$ cat config.mk
export PLATFORM = sky130hd
export DESIGN_NAME = reminder_alarm_buzzer_controller_core
export DESIGN_NICKNAME = d
export VERILOG_FILES = /design/src/hw/rtl/rabc_pkg.sv /design/src/hw/rtl/reminder_alarm_buzzer_controller_core.sv
export SDC_FILE = /design/constraint.sdc
export NUM_CORES = 1
export LEC_CHECK = 0
export BUFFER_PORTS_ARGS = -buffer_cell sky130_fd_sc_hd__buf_2
export CAP_MARGIN = 40
export CORE_ASPECT_RATIO = 0.5
export CORE_UTILIZATION = 57
export CTS_CLUSTER_SIZE = 12
export DETAILED_ROUTE_END_ITERATION = 7
export GPL_TIMING_DRIVEN = 1
export HOLD_SLACK_MARGIN = 0.15
export PLACE_DENSITY = 0.92
export SYNTH_ARGS = -nofsm -noshare
export SYNTH_HDL_FRONTEND = slang
export SYNTH_SLANG_ARGS = --single-unit
$ cat constraint.sdc
create_clock -name clock -period 12.6 [get_ports clock]
set_input_delay 1.26 -clock clock [delete_from_list [all_inputs] [get_ports clock]]
set_output_delay 1.26 -clock clock [all_outputs]
set_load 0.03 [all_outputs]
$ cat src/hw/rtl/rabc_pkg.sv
package rabc_pkg;

   // Command carried in the tuser field of each input item.
   typedef enum logic [1:0] {
      CMD_TICK  = 2'd0,
      CMD_PRESS = 2'd1,
      CMD_START = 2'd2,
      CMD_NOP   = 2'd3
   } cmd_type;

   // Register indexes on the configuration port (word address).
   localparam logic [2:0] REG_START_HOUR     = 3'd0;
   localparam logic [2:0] REG_ALARM_INTERVAL = 3'd1;
   localparam logic [2:0] REG_LATEST_HOUR    = 3'd2;
   localparam logic [2:0] REG_SNOOZE_HOURS   = 3'd3;
   localparam logic [2:0] REG_BUZZ_LIMIT     = 3'd4;

   // Register reset values.
   localparam logic [5:0] START_HOUR_RST     = 6'h11;
   localparam logic [5:0] ALARM_INTERVAL_RST = 6'h04;
   localparam logic [5:0] LATEST_HOUR_RST    = 6'h19;
   localparam logic [5:0] SNOOZE_HOURS_RST   = 6'h01;
   localparam logic [9:0] BUZZ_LIMIT_RST     = 10'd600;

   // The pin is pulsed high when the beep phase reaches this value.
   localparam logic [2:0] BEEP_EVERY = 3'd4;

   // Packed-BCD hour plus offset, digit by digit with decimal adjust. The
   // offset is first normalised on its own; the result may exceed six bits.
   function automatic logic [7:0] bcd_hour_add(input logic [5:0] hour,
                                                input logic [5:0] offset);
      logic       c_norm;
      logic [3:0] lo_norm;
      logic [2:0] hi_norm;
      logic [4:0] sum_lo;
      logic       c_lo;
      logic [4:0] adj_lo;
      logic [3:0] sum_hi;
      c_norm  = (offset[3:0] > 4'd9);
      lo_norm = c_norm ? (offset[3:0] - 4'd10) : offset[3:0];
      hi_norm = {1'b0, offset[5:4]} + {2'b00, c_norm};
      sum_lo  = {1'b0, hour[3:0]} + {1'b0, lo_norm};
      c_lo    = (sum_lo > 5'd9);
      adj_lo  = c_lo ? (sum_lo - 5'd10) : sum_lo;
      sum_hi  = {2'b00, hour[5:4]} + {1'b0, hi_norm} + {3'b000, c_lo};
      return {sum_hi, adj_lo[3:0]};
   endfunction

endpackage

$ cat src/hw/rtl/reminder_alarm_buzzer_controller_core.sv
// Result items are registered: an accepted item waits in the input register until the
// result register is free or being emptied. One item per cycle while the result channel does
// not stall; the whole update of the alarm state is one combinational pass between the two.
// Reset (synchronous, active high) empties both registers, loads the default
// configuration and clears the buzzer state, with the alarm hour at the start hour.
module reminder_alarm_buzzer_controller_core (
   input  logic        clock,
   input  logic        reset,
   // Input channel
   input  logic        req_tvalid,
   output logic        req_tready,
   input  logic [7:0]  req_tdata,   // [5:0] current_hour, [7:6] zero
   input  logic [1:0]  req_tuser,   // [1:0] cmd
   // Result channel
   output logic        rsp_tvalid,
   input  logic        rsp_tready,
   output logic [23:0] rsp_tdata,   // [0] buzz_pin, [1] alarm_active,
                                    // [7:2] next_alarm_hour, [17:8] seconds_left,
                                    // [23:18] zero
   // Configuration port
   input  logic        csr_psel,
   input  logic        csr_penable,
   input  logic        csr_pwrite,
   input  logic [4:0]  csr_paddr,
   input  logic [31:0] csr_pwdata,
   output logic [31:0] csr_prdata,
   output logic        csr_pready
);

   // Configuration registers
   logic [5:0] start_hour_ff;
   logic [5:0] alarm_interval_ff;
   logic [5:0] latest_hour_ff;
   logic [5:0] snooze_hours_ff;
   logic [9:0] buzz_limit_ff;

   // Alarm state
   logic [9:0] buzz_countdown_ff, buzz_countdown_in;
   logic       buzz_active_ff, buzz_active_in;
   logic [2:0] beep_phase_ff, beep_phase_in;
   logic       early_press_ff, early_press_in;
   logic [5:0] alarm_hour_ff, alarm_hour_in;
   logic       pin_level_ff, pin_level_in;

   // Input and result registers
   logic       in_valid_ff;
   logic [1:0] in_cmd_ff;
   logic [5:0] in_hour_ff;
   logic       out_valid_ff;
   logic       out_pin_ff;
   logic       out_active_ff;
   logic [5:0] out_hour_ff;
   logic [9:0] out_seconds_ff;

   logic       advance;
   logic [2:0] csr_index;
   logic       csr_write;

   // Scheduling terms
   logic [5:0] sched_offset;
   logic [7:0] sched_sum;
   logic       sched_early;
   logic       sched_fallback;
   logic [5:0] sched_hour;
   logic       sched_early_out;

   // An item moves on when the result register is free or being emptied.
   assign advance    = in_valid_ff && (!out_valid_ff || rsp_tready);
   assign req_tready = !in_valid_ff || advance;

   assign rsp_tvalid = out_valid_ff;
   assign rsp_tdata  = {6'd0, out_seconds_ff, out_hour_ff, out_active_ff, out_pin_ff};

   // Configuration port: always ready, write in the access cycle.
   assign csr_pready = 1'b1;
   assign csr_index  = csr_paddr[4:2];
   assign csr_write  = csr_psel && csr_penable && csr_pwrite && csr_pready;

   always_ff @(posedge clock) begin
      if (reset) begin
         start_hour_ff     <= rabc_pkg::START_HOUR_RST;
         alarm_interval_ff <= rabc_pkg::ALARM_INTERVAL_RST;
         latest_hour_ff    <= rabc_pkg::LATEST_HOUR_RST;
         snooze_hours_ff   <= rabc_pkg::SNOOZE_HOURS_RST;
         buzz_limit_ff     <= rabc_pkg::BUZZ_LIMIT_RST;
      end else if (csr_write) begin
         case (csr_index)
            rabc_pkg::REG_START_HOUR:     start_hour_ff     <= csr_pwdata[5:0];
            rabc_pkg::REG_ALARM_INTERVAL: alarm_interval_ff <= csr_pwdata[5:0];
            rabc_pkg::REG_LATEST_HOUR:    latest_hour_ff    <= csr_pwdata[5:0];
            rabc_pkg::REG_SNOOZE_HOURS:   snooze_hours_ff   <= csr_pwdata[5:0];
            rabc_pkg::REG_BUZZ_LIMIT:     buzz_limit_ff     <= csr_pwdata[9:0];
            default: ;
         endcase
      end
   end

   // Register read-back.
   always_comb begin
      case (csr_index)
         rabc_pkg::REG_START_HOUR:     csr_prdata = {26'd0, start_hour_ff};
         rabc_pkg::REG_ALARM_INTERVAL: csr_prdata = {26'd0, alarm_interval_ff};
         rabc_pkg::REG_LATEST_HOUR:    csr_prdata = {26'd0, latest_hour_ff};
         rabc_pkg::REG_SNOOZE_HOURS:   csr_prdata = {26'd0, snooze_hours_ff};
         rabc_pkg::REG_BUZZ_LIMIT:     csr_prdata = {22'd0, buzz_limit_ff};
         default:                      csr_prdata = 32'd0;
      endcase
   end

   // Next alarm hour: BCD sum, falling back to the start hour when the sum is
   // too late, or too early without a recorded early press.
   always_comb begin
      sched_offset    = (in_cmd_ff == rabc_pkg::CMD_TICK) ? snooze_hours_ff
                                                           : alarm_interval_ff;
      sched_sum       = rabc_pkg::bcd_hour_add(in_hour_ff, sched_offset);
      sched_early     = early_press_ff ||
                        ((in_cmd_ff == rabc_pkg::CMD_PRESS) && !buzz_active_ff);
      sched_fallback  = (sched_sum > {2'b00, latest_hour_ff}) ||
                        ((sched_sum < {2'b00, start_hour_ff}) && !sched_early);
      sched_hour      = sched_fallback ? start_hour_ff : sched_sum[5:0];
      sched_early_out = sched_fallback ? 1'b0 : sched_early;
   end

   // State update for the item in the input register.
   always_comb begin
      buzz_countdown_in = buzz_countdown_ff;
      buzz_active_in    = buzz_active_ff;
      beep_phase_in     = beep_phase_ff;
      early_press_in    = early_press_ff;
      alarm_hour_in     = alarm_hour_ff;
      pin_level_in      = pin_level_ff;
      case (in_cmd_ff)
         rabc_pkg::CMD_TICK: begin
            if (buzz_active_ff && (buzz_countdown_ff != 10'd0)) begin
               // Running buzzer: count down and pulse every fifth second.
               buzz_countdown_in = buzz_countdown_ff - 10'd1;
               if (beep_phase_ff == rabc_pkg::BEEP_EVERY) begin
                  pin_level_in  = 1'b1;
                  beep_phase_in = 3'd0;
               end else begin
                  pin_level_in  = 1'b0;
                  beep_phase_in = beep_phase_ff + 3'd1;
               end
            end else if (buzz_active_ff) begin
               // Unanswered buzz timed out: stop and snooze.
               buzz_active_in    = 1'b0;
               buzz_countdown_in = 10'd0;
               pin_level_in      = 1'b0;
               alarm_hour_in     = sched_hour;
               early_press_in    = sched_early_out;
            end else if (in_hour_ff == alarm_hour_ff) begin
               pin_level_in      = 1'b1;
               buzz_active_in    = 1'b1;
               buzz_countdown_in = buzz_limit_ff;
            end
         end
         rabc_pkg::CMD_PRESS: begin
            if (buzz_active_ff || (!early_press_ff && (in_hour_ff < start_hour_ff))) begin
               buzz_active_in    = 1'b0;
               buzz_countdown_in = 10'd0;
               pin_level_in      = 1'b0;
               alarm_hour_in     = sched_hour;
               early_press_in    = sched_early_out;
            end
         end
         rabc_pkg::CMD_START: begin
            if (in_hour_ff >= start_hour_ff) begin
               alarm_hour_in  = sched_hour;
               early_press_in = sched_early_out;
            end else begin
               alarm_hour_in  = start_hour_ff;
            end
            buzz_active_in    = 1'b0;
            buzz_countdown_in = 10'd0;
            pin_level_in      = 1'b0;
         end
         default: ;
      endcase
   end

   // Control and state registers.
   always_ff @(posedge clock) begin
      if (reset) begin
         in_valid_ff       <= 1'b0;
         out_valid_ff      <= 1'b0;
         buzz_countdown_ff <= 10'd0;
         buzz_active_ff    <= 1'b0;
         beep_phase_ff     <= 3'd0;
         early_press_ff    <= 1'b0;
         alarm_hour_ff     <= rabc_pkg::START_HOUR_RST;
         pin_level_ff      <= 1'b0;
      end else begin
         if (req_tready) begin
            in_valid_ff <= req_tvalid;
         end
         if (advance) begin
            out_valid_ff      <= 1'b1;
            buzz_countdown_ff <= buzz_countdown_in;
            buzz_active_ff    <= buzz_active_in;
            beep_phase_ff     <= beep_phase_in;
            early_press_ff    <= early_press_in;
            alarm_hour_ff     <= alarm_hour_in;
            pin_level_ff      <= pin_level_in;
         end else if (rsp_tready) begin
            out_valid_ff <= 1'b0;
         end
      end
   end

   // Payload registers.
   always_ff @(posedge clock) begin
      if (req_tready && req_tvalid) begin
         in_cmd_ff  <= req_tuser;
         in_hour_ff <= req_tdata[5:0];
      end
      if (advance) begin
         out_pin_ff     <= pin_level_in;
         out_active_ff  <= buzz_active_in;
         out_hour_ff    <= alarm_hour_in;
         out_seconds_ff <= buzz_active_in ? buzz_countdown_in : 10'd0;
      end
   end

   // An idle buzzer holds no count and drives no pin.
   assert property (@(posedge clock) disable iff (reset)
      !buzz_active_ff |-> (buzz_countdown_ff == 10'd0) && !pin_level_ff)
      else $error("idle buzzer holds a count or drives the pin");

   // A result reports remaining seconds only while the alarm is active.
   assert property (@(posedge clock) disable iff (reset)
      out_valid_ff && !out_active_ff |-> (out_seconds_ff == 10'd0))
      else $error("seconds reported while alarm inactive");

   // A start before the start hour sets the alarm to the start hour.
   assert property (@(posedge clock) disable iff (reset)
      advance && (in_cmd_ff == rabc_pkg::CMD_START) && (in_hour_ff < start_hour_ff)
      |=> (alarm_hour_ff == $past(start_hour_ff)) && !buzz_active_ff)
      else $error("start event did not load the start hour");

endmodule

==> results of run 1 <==
kinds of logic (layout without fill, tap and decap cells):
| group | count (synthesis) | in the layout |
|---|---|---|
| AOI/OAI and AO/OA | 151 | 151 |
| xor gates and xnor gates | 8 | 8 |
| adders and majority gates | 32 | 32 |
| buffers and inverters | 96 | 116 |
| DFF | 84 | 84 |
| muxes | 36 | 36 |
| other | 2 | 29 |
| and+or+nand+nor | 201 | 201 |
final timing paths:
kind	startpoint	endpoint	slack (ps)	cells after the start
worst max register to register	in_cmd_ff[1]	alarm_hour_ff[2]	6160	23
worst max-delay path	in_cmd_ff[1]	alarm_hour_ff[2]	6160	23
worst min-delay path	beep_phase_ff[1]	beep_phase_ff[1]	480	2
worst min register to register	beep_phase_ff[1]	beep_phase_ff[1]	480	2
worst max-delay path, cell delays in order, from the launching register on:
cell	delay, ps
edfxtp_1	600
nor2_1	180
buf_4	240
mux2i_1	450
nor2_1	90
nand2_1	70
o21ai_0	150
fa_1	520
xnor2_1	330
and2_1	230
inv_1	40
a21boi_0	230
fa_1	450
inv_1	70
ha_1	180
fa_1	490
ha_1	340
a21oi_1	190
nand2_1	60
o21ai_0	320
nand3_1	310
a21oi_4	320
a22oi_1	160
a311oi_2	300
area by class of cell:
cell class              instances  area (um^2)  share of cell area
well taps                     117          146              0.0250
flip-flops and latches         84         1940               0.331
multi-input cells             457         3000               0.512
clock buffers                  11          264              0.0450
clock inverters                 4         31.3             0.00533
repair buffers                 61          328              0.0559
inverters                      40          150              0.0256
registers in the layout, indices dropped and copies added (netlist names), 2 cells and up:
name	flops
alarm_hour_ff	6
buzz_limit_ff	10
buzz_countdown_ff	10
beep_phase_ff	3
alarm_interval_ff	6
out_hour_ff	6
snooze_hours_ff	6
in_cmd_ff	2
out_seconds_ff	10
latest_hour_ff	6
start_hour_ff	6
in_hour_ff	6
metal layers:
| layer | share of wire | global-route usage | wire (um) | vias to the layer above |
|---|---|---|---|---|
| met2 | 0.46 | 0.447 | 5930 | 211 |
| li1 | - | - | - | 2207 |
| met5 | 0 | 0 | 0 | - |
| met4 | 0.020 | 0.0802 | 255 | 0 |
| met1 | 0.44 | 0.360 | 5660 | 2157 |
| met3 | 0.082 | 0.0616 | 1060 | 30 |
power breakdown:
part	total (mW)	internal, mW	leakage (nW)	switching, mW
registers	0.298	0.289	0.721	0.00936
logic	0.138	0.0465	1.61	0.0914
clock network	0.259	0.151	0.143	0.109
total	0.695	0.486	2.48	0.209
placed cells by master (no fill, tap or decap), types with 3 or more instances in the layout:
cell / count
xor2_1: 4
a21o_1: 8
buf_2: 57
a22oi_1: 3
fa_1: 3
nor2_1: 60
nand4_1: 3
a21oi_1: 49
nor3_1: 5
xnor2_1: 4
o21a_1: 4
buf_4: 3
nand3_1: 21
nand2b_1: 9
edfxtp_1: 26
ha_1: 29
a31oi_1: 6
inv_1: 39
clkbuf_16: 10
and2_1: 5
nand2_1: 60
o31ai_1: 3
a222oi_1: 3
conb_1: 29
o22ai_1: 4
nand3b_1: 3
dfxtp_1: 58
a211o_1: 8
nand4b_1: 4
nor4_1: 3
nor2b_1: 6
o21ai_0: 31
mux2i_1: 33
a211oi_1: 5
nor3b_1: 5
metrics by stage:
step	total power, mW	worst slack [ps]	hold WS, ps	instance area (um^2)	instances
final	0.695	6160	479	5860	774
after CTS	0.695	6260	477	5860	774
after global routing	0.722	5530	514	5860	774
after detailed placement	0.438	6330	468	5570	759
after global placement	0.431	6520	442	5540	757
after floorplan	0.412	6810	436	5460	637
==> flow_summary.ini, run 1 <==
[run_status]
status = finished with violations
violations = design-rule violations

[power_and_ir_drop]
p_leak_nw = 2.48
power_density_nw_per_um2 = 119
irDropWorstVdd_mv = 0.0777

[grt]
antenna_found_initial = 0
grt_util_all_layers = 0.271
grt_pass1_wl_mm = 20.8
grt_overflow = 0
grt_max_degree = 37
grt_pass1_vias = 4254

[synth]
yosys-top-cells-area = dfxtp_1 22%, edfxtp_1 15%, ha_1 6.8%
synthSimpleGateAreaFrac = 0.189
yosysWarnings = 0
ys_ff_latch = 84
synth.top_cell.area_share = 0.217
synthTopCellsByCount = 60 x nand2_1, 60 x nor2_1, 58 x dfxtp_1
yosysUniqueCellTypes = 77
ys_async_sr_fraction = 0
synth_fa_ha_area_frac = 0.0789
synth_xor_area_frac = 0.0131
synth_mux_area_frac = 0.0721
syn_inst = 610
syn-cell-area_um2 = 5360
avgSynthCellArea_um2 = 8.79
synth_edf_count = 26
synthFlopType = dfxtp_1
synth_largest_area_cell = dfxtp_1
synth_seq_area_share = 0.362
synth_compound_area_frac = 0.187
synth_top_family_by_area = simple AND/OR/NAND/NOR gates

[clock_tree]
numCtsBuffers = 9
insertion_delay_ps = 350
clk_pin_slew_ps = 70
cts-hold-fix-buffers = 0
clockBufferDepth = 2
clock-sinks = 84
cts_setup_buffers = 0
cts_tree = built
cts_resized = 0
h-tree-depth = 3
clockRootBuffer = clkbuf_16

[critical_path]
crit_path_end_kind = register
required_ps = 12840
critical_path_class = reg2reg
cp-start-kind = register
cp_max_fo = 12
crit_arrival_ps = 6680

[hold_path]
worstHoldPathType = reg2reg

[timing]
hold_viol = 0
tns_ps = 0
fmax_mhz = 155
fin_crit_sh = 0.511
max_slew_margin = 0.381
finClkSkew_ps = 13.2
final-setup-viol-count = 0
drv_slew = 0
worst-slew-pin-transition_ps = 923
rsz0062_at_grt = false
min_period_ps = 6440

[route]
firstDrtPassIters = 7
routed-via-count = 4605
drc = 8
vias_per_cell = 5.95
final_antenna_net_count = 0
drt_iter0_drc = 620
wl_mm = 12.9
wl_per_cell_um = 16.7

[floorplanning]
die_h_um = 70.6
start_util = 0.601
core_um2 = 8920
die-width_um = 139
dieArea_um2 = 9820
ios = 113
rows = 24

[place]
place_hpwl_mm = 9.29
place.gp.congestion = 0.966
port_buffers = 57

[final_layout]
layout-drive-gt1-share = 0.145
finish.utilization = 0.658
area_growth_pct = 9.43
fillers = 715
final_nets = 739
diodes = 0

[flow_run]
drv_cap = 0
No activity file was read; power rests on OpenSTA's default activity.
==> run 2, diff against run 1 <==
CORE_UTILIZATION = 50   (was 57)
PLACE_DENSITY = 0.86   (was 0.92)
clock period = 5.8 ns   (was 12.6 ns; I/O delays follow)
==> flow_summary.ini, run 2 (synthesis gave the netlist of run 1 again) <==
[run_status]
status = completed

[critical_path]
crit_slowest_cell = fa_1
worst_r2r_path_depth = 21
critical_path_class = reg2reg
critPathMostFrequentCell = ha_1
path_cells = nor2_4, mux2i_2, buf_4, ha_1, a21oi_1, ha_2, a21oi_2, xnor2_1, a21boi_2, fa_1, inv_1, ha_1, fa_1, ha_1, a21oi_2, nand2_1, o21ai_2, and3_1, a21oi_4, a222oi_1, inv_1
rrSetupSlack_ps = 270
reg2reg_from = in_cmd_ff[0]
crit_path_end_kind = register
required_ps = 5890
rr_endpoint = out_hour_ff[5]
crit_arrival_ps = 5620
path_buf_inv = 3
cp_top_family = adder cells
max_stage_delay_ps = 500
cp_max_fo = 7
cp-start-kind = register
crit_cells = 21

[power_and_ir_drop]
power_switching_uw = 473
finalPower_mw = 1.51
power_frac_seq = 0.426
switching_share = 0.313
p_clk_frac = 0.365
p_int_mw = 1.04
irDropWorstVdd_mv = 0.161
power_density_nw_per_um2 = 253
p_leak_nw = 2.52
p_comb_frac = 0.209

[timing]
hold_viol = 0
worst-slew-pin-transition_ps = 1040
min_period_ps = 5530
final-setup-viol-count = 0
fin_crit_sh = 0.953
finClkSkew_ps = 7.77
tns_ps = 0
max_slew_margin = 0.300
fmax_mhz = 181
drv_slew = 0

[place]
dp.cells = 789
place.gp.congestion = 0.940
placed_cell_area_um2 = 5640
port_buffers = 57
place_hpwl_mm = 9.35

[grt]
grt_max_degree = 56
antenna_found_initial = 0
grt_pass1_vias = 4028
grt_pass1_wl_mm = 20.0
grt_util_all_layers = 0.236
grt_overflow = 0

[route]
drc = 0
final_antenna_net_count = 0
wl_mm = 13.1
wl_per_cell_um = 16.3
drt_iter0_drc = 407
vias_per_cell = 5.77
firstDrtPassIters = 5
routed-via-count = 4645

[final_layout]
layout-drive-gt1-share = 0.168
layout_common_cells = 60 x nand2_1, 59 x nor2_1, 58 x dfxtp_1, 58 x buf_2, 47 x a21oi_1
area_growth_pct = 11.5
diodes = 0
fin_cells = 805
finish.utilization = 0.579
finalInstanceArea_um2 = 5970
reg_top3 = buzz_countdown_ff (10), buzz_limit_ff (10), out_seconds_ff (10)
final_nets = 746
final_common_cell = nand2_1

[floorplanning]
rows = 26
ios = 113
core_um2 = 10300
die-width_um = 148
start_util = 0.520
die_h_um = 75.2
dieArea_um2 = 11200

[clock_tree]
clockRootBuffer = clkbuf_16
clockBufferDepth = 2
cts_setup_buffers = 0
cts-hold-fix-buffers = 0
clk_pin_slew_ps = 60
h-tree-depth = 3
clock-sinks = 84
numCtsBuffers = 9
cts_tree = built
insertion_delay_ps = 350

[hold_path]
min_from = req_tdata[3]
min_path_cells = 1
worstHoldPathType = in2reg
hold_path_end = in_hour_ff[3]

[flow_run]
drv_cap = 0
[run 2: cell count changes in the layout (fill, tap and decap cells not counted), sizes merged]
cell    before  now
clkinv       3    2
buf         61   68
inv         40   42
[run 2: per-layer routing]
layer,global-route usage,part of all wire,vias to the layer above
met3,0.0624,0.074,42
li1,-,-,2220
met4,0.116,0.029,0
met1,0.299,0.43,2173
met5,0,0,-
met2,0.383,0.47,210
[run 2: final cells by class]
type                    instances  area [um^2]
repair buffers                 68          365
multi-input cells             457         3070
inverters                      40          150
clock buffers                  11          243
well taps                     140          175
flip-flops and latches         84         1940
fillers                       880         4340
clock inverters                 5         33.8
[run 2: what timing repair did]
| item | in CTS | in global routing |
|---|---|---|
| pin swaps | 0 | 2 |
| endpoints found under the setup margin | 9 | 12 |
| gates resized for setup | 2 | 16 |
[run 2: worst max path at each step]
stage | start | endpoint | slack, ps
floorplan | in_cmd_ff[1] | out_hour_ff[1] | 10
global placement | in_cmd_ff[1] | out_hour_ff[1] | 70
detailed placement | in_cmd_ff[0] | out_hour_ff[1] | -170
CTS | in_cmd_ff[1] | out_hour_ff[1] | 40
global route | in_cmd_ff[0] | alarm_hour_ff[5] | -40
finish | in_cmd_ff[0] | out_hour_ff[5] | 270
[run 2: power by group through the flow]
stage | clock network, mW | logic (mW) | registers, mW
after global routing | 0.577 | 0.345 | 0.647
after global placement | 0 | 0.285 | 0.656
final | 0.552 | 0.316 | 0.645
after floorplan | 0 | 0.232 | 0.663
after detailed placement | 0 | 0.295 | 0.657
after CTS | 0.554 | 0.299 | 0.644
[run 2: per-stage QoR]
step | setup slack, ps | hold slack [ps]
after floorplan | 11.4 | 436
after global placement | 67.6 | 442
after detailed placement | -169 | 474
after CTS | 38.5 | 399
after global routing | -40.1 | 399
final | 273 | 402
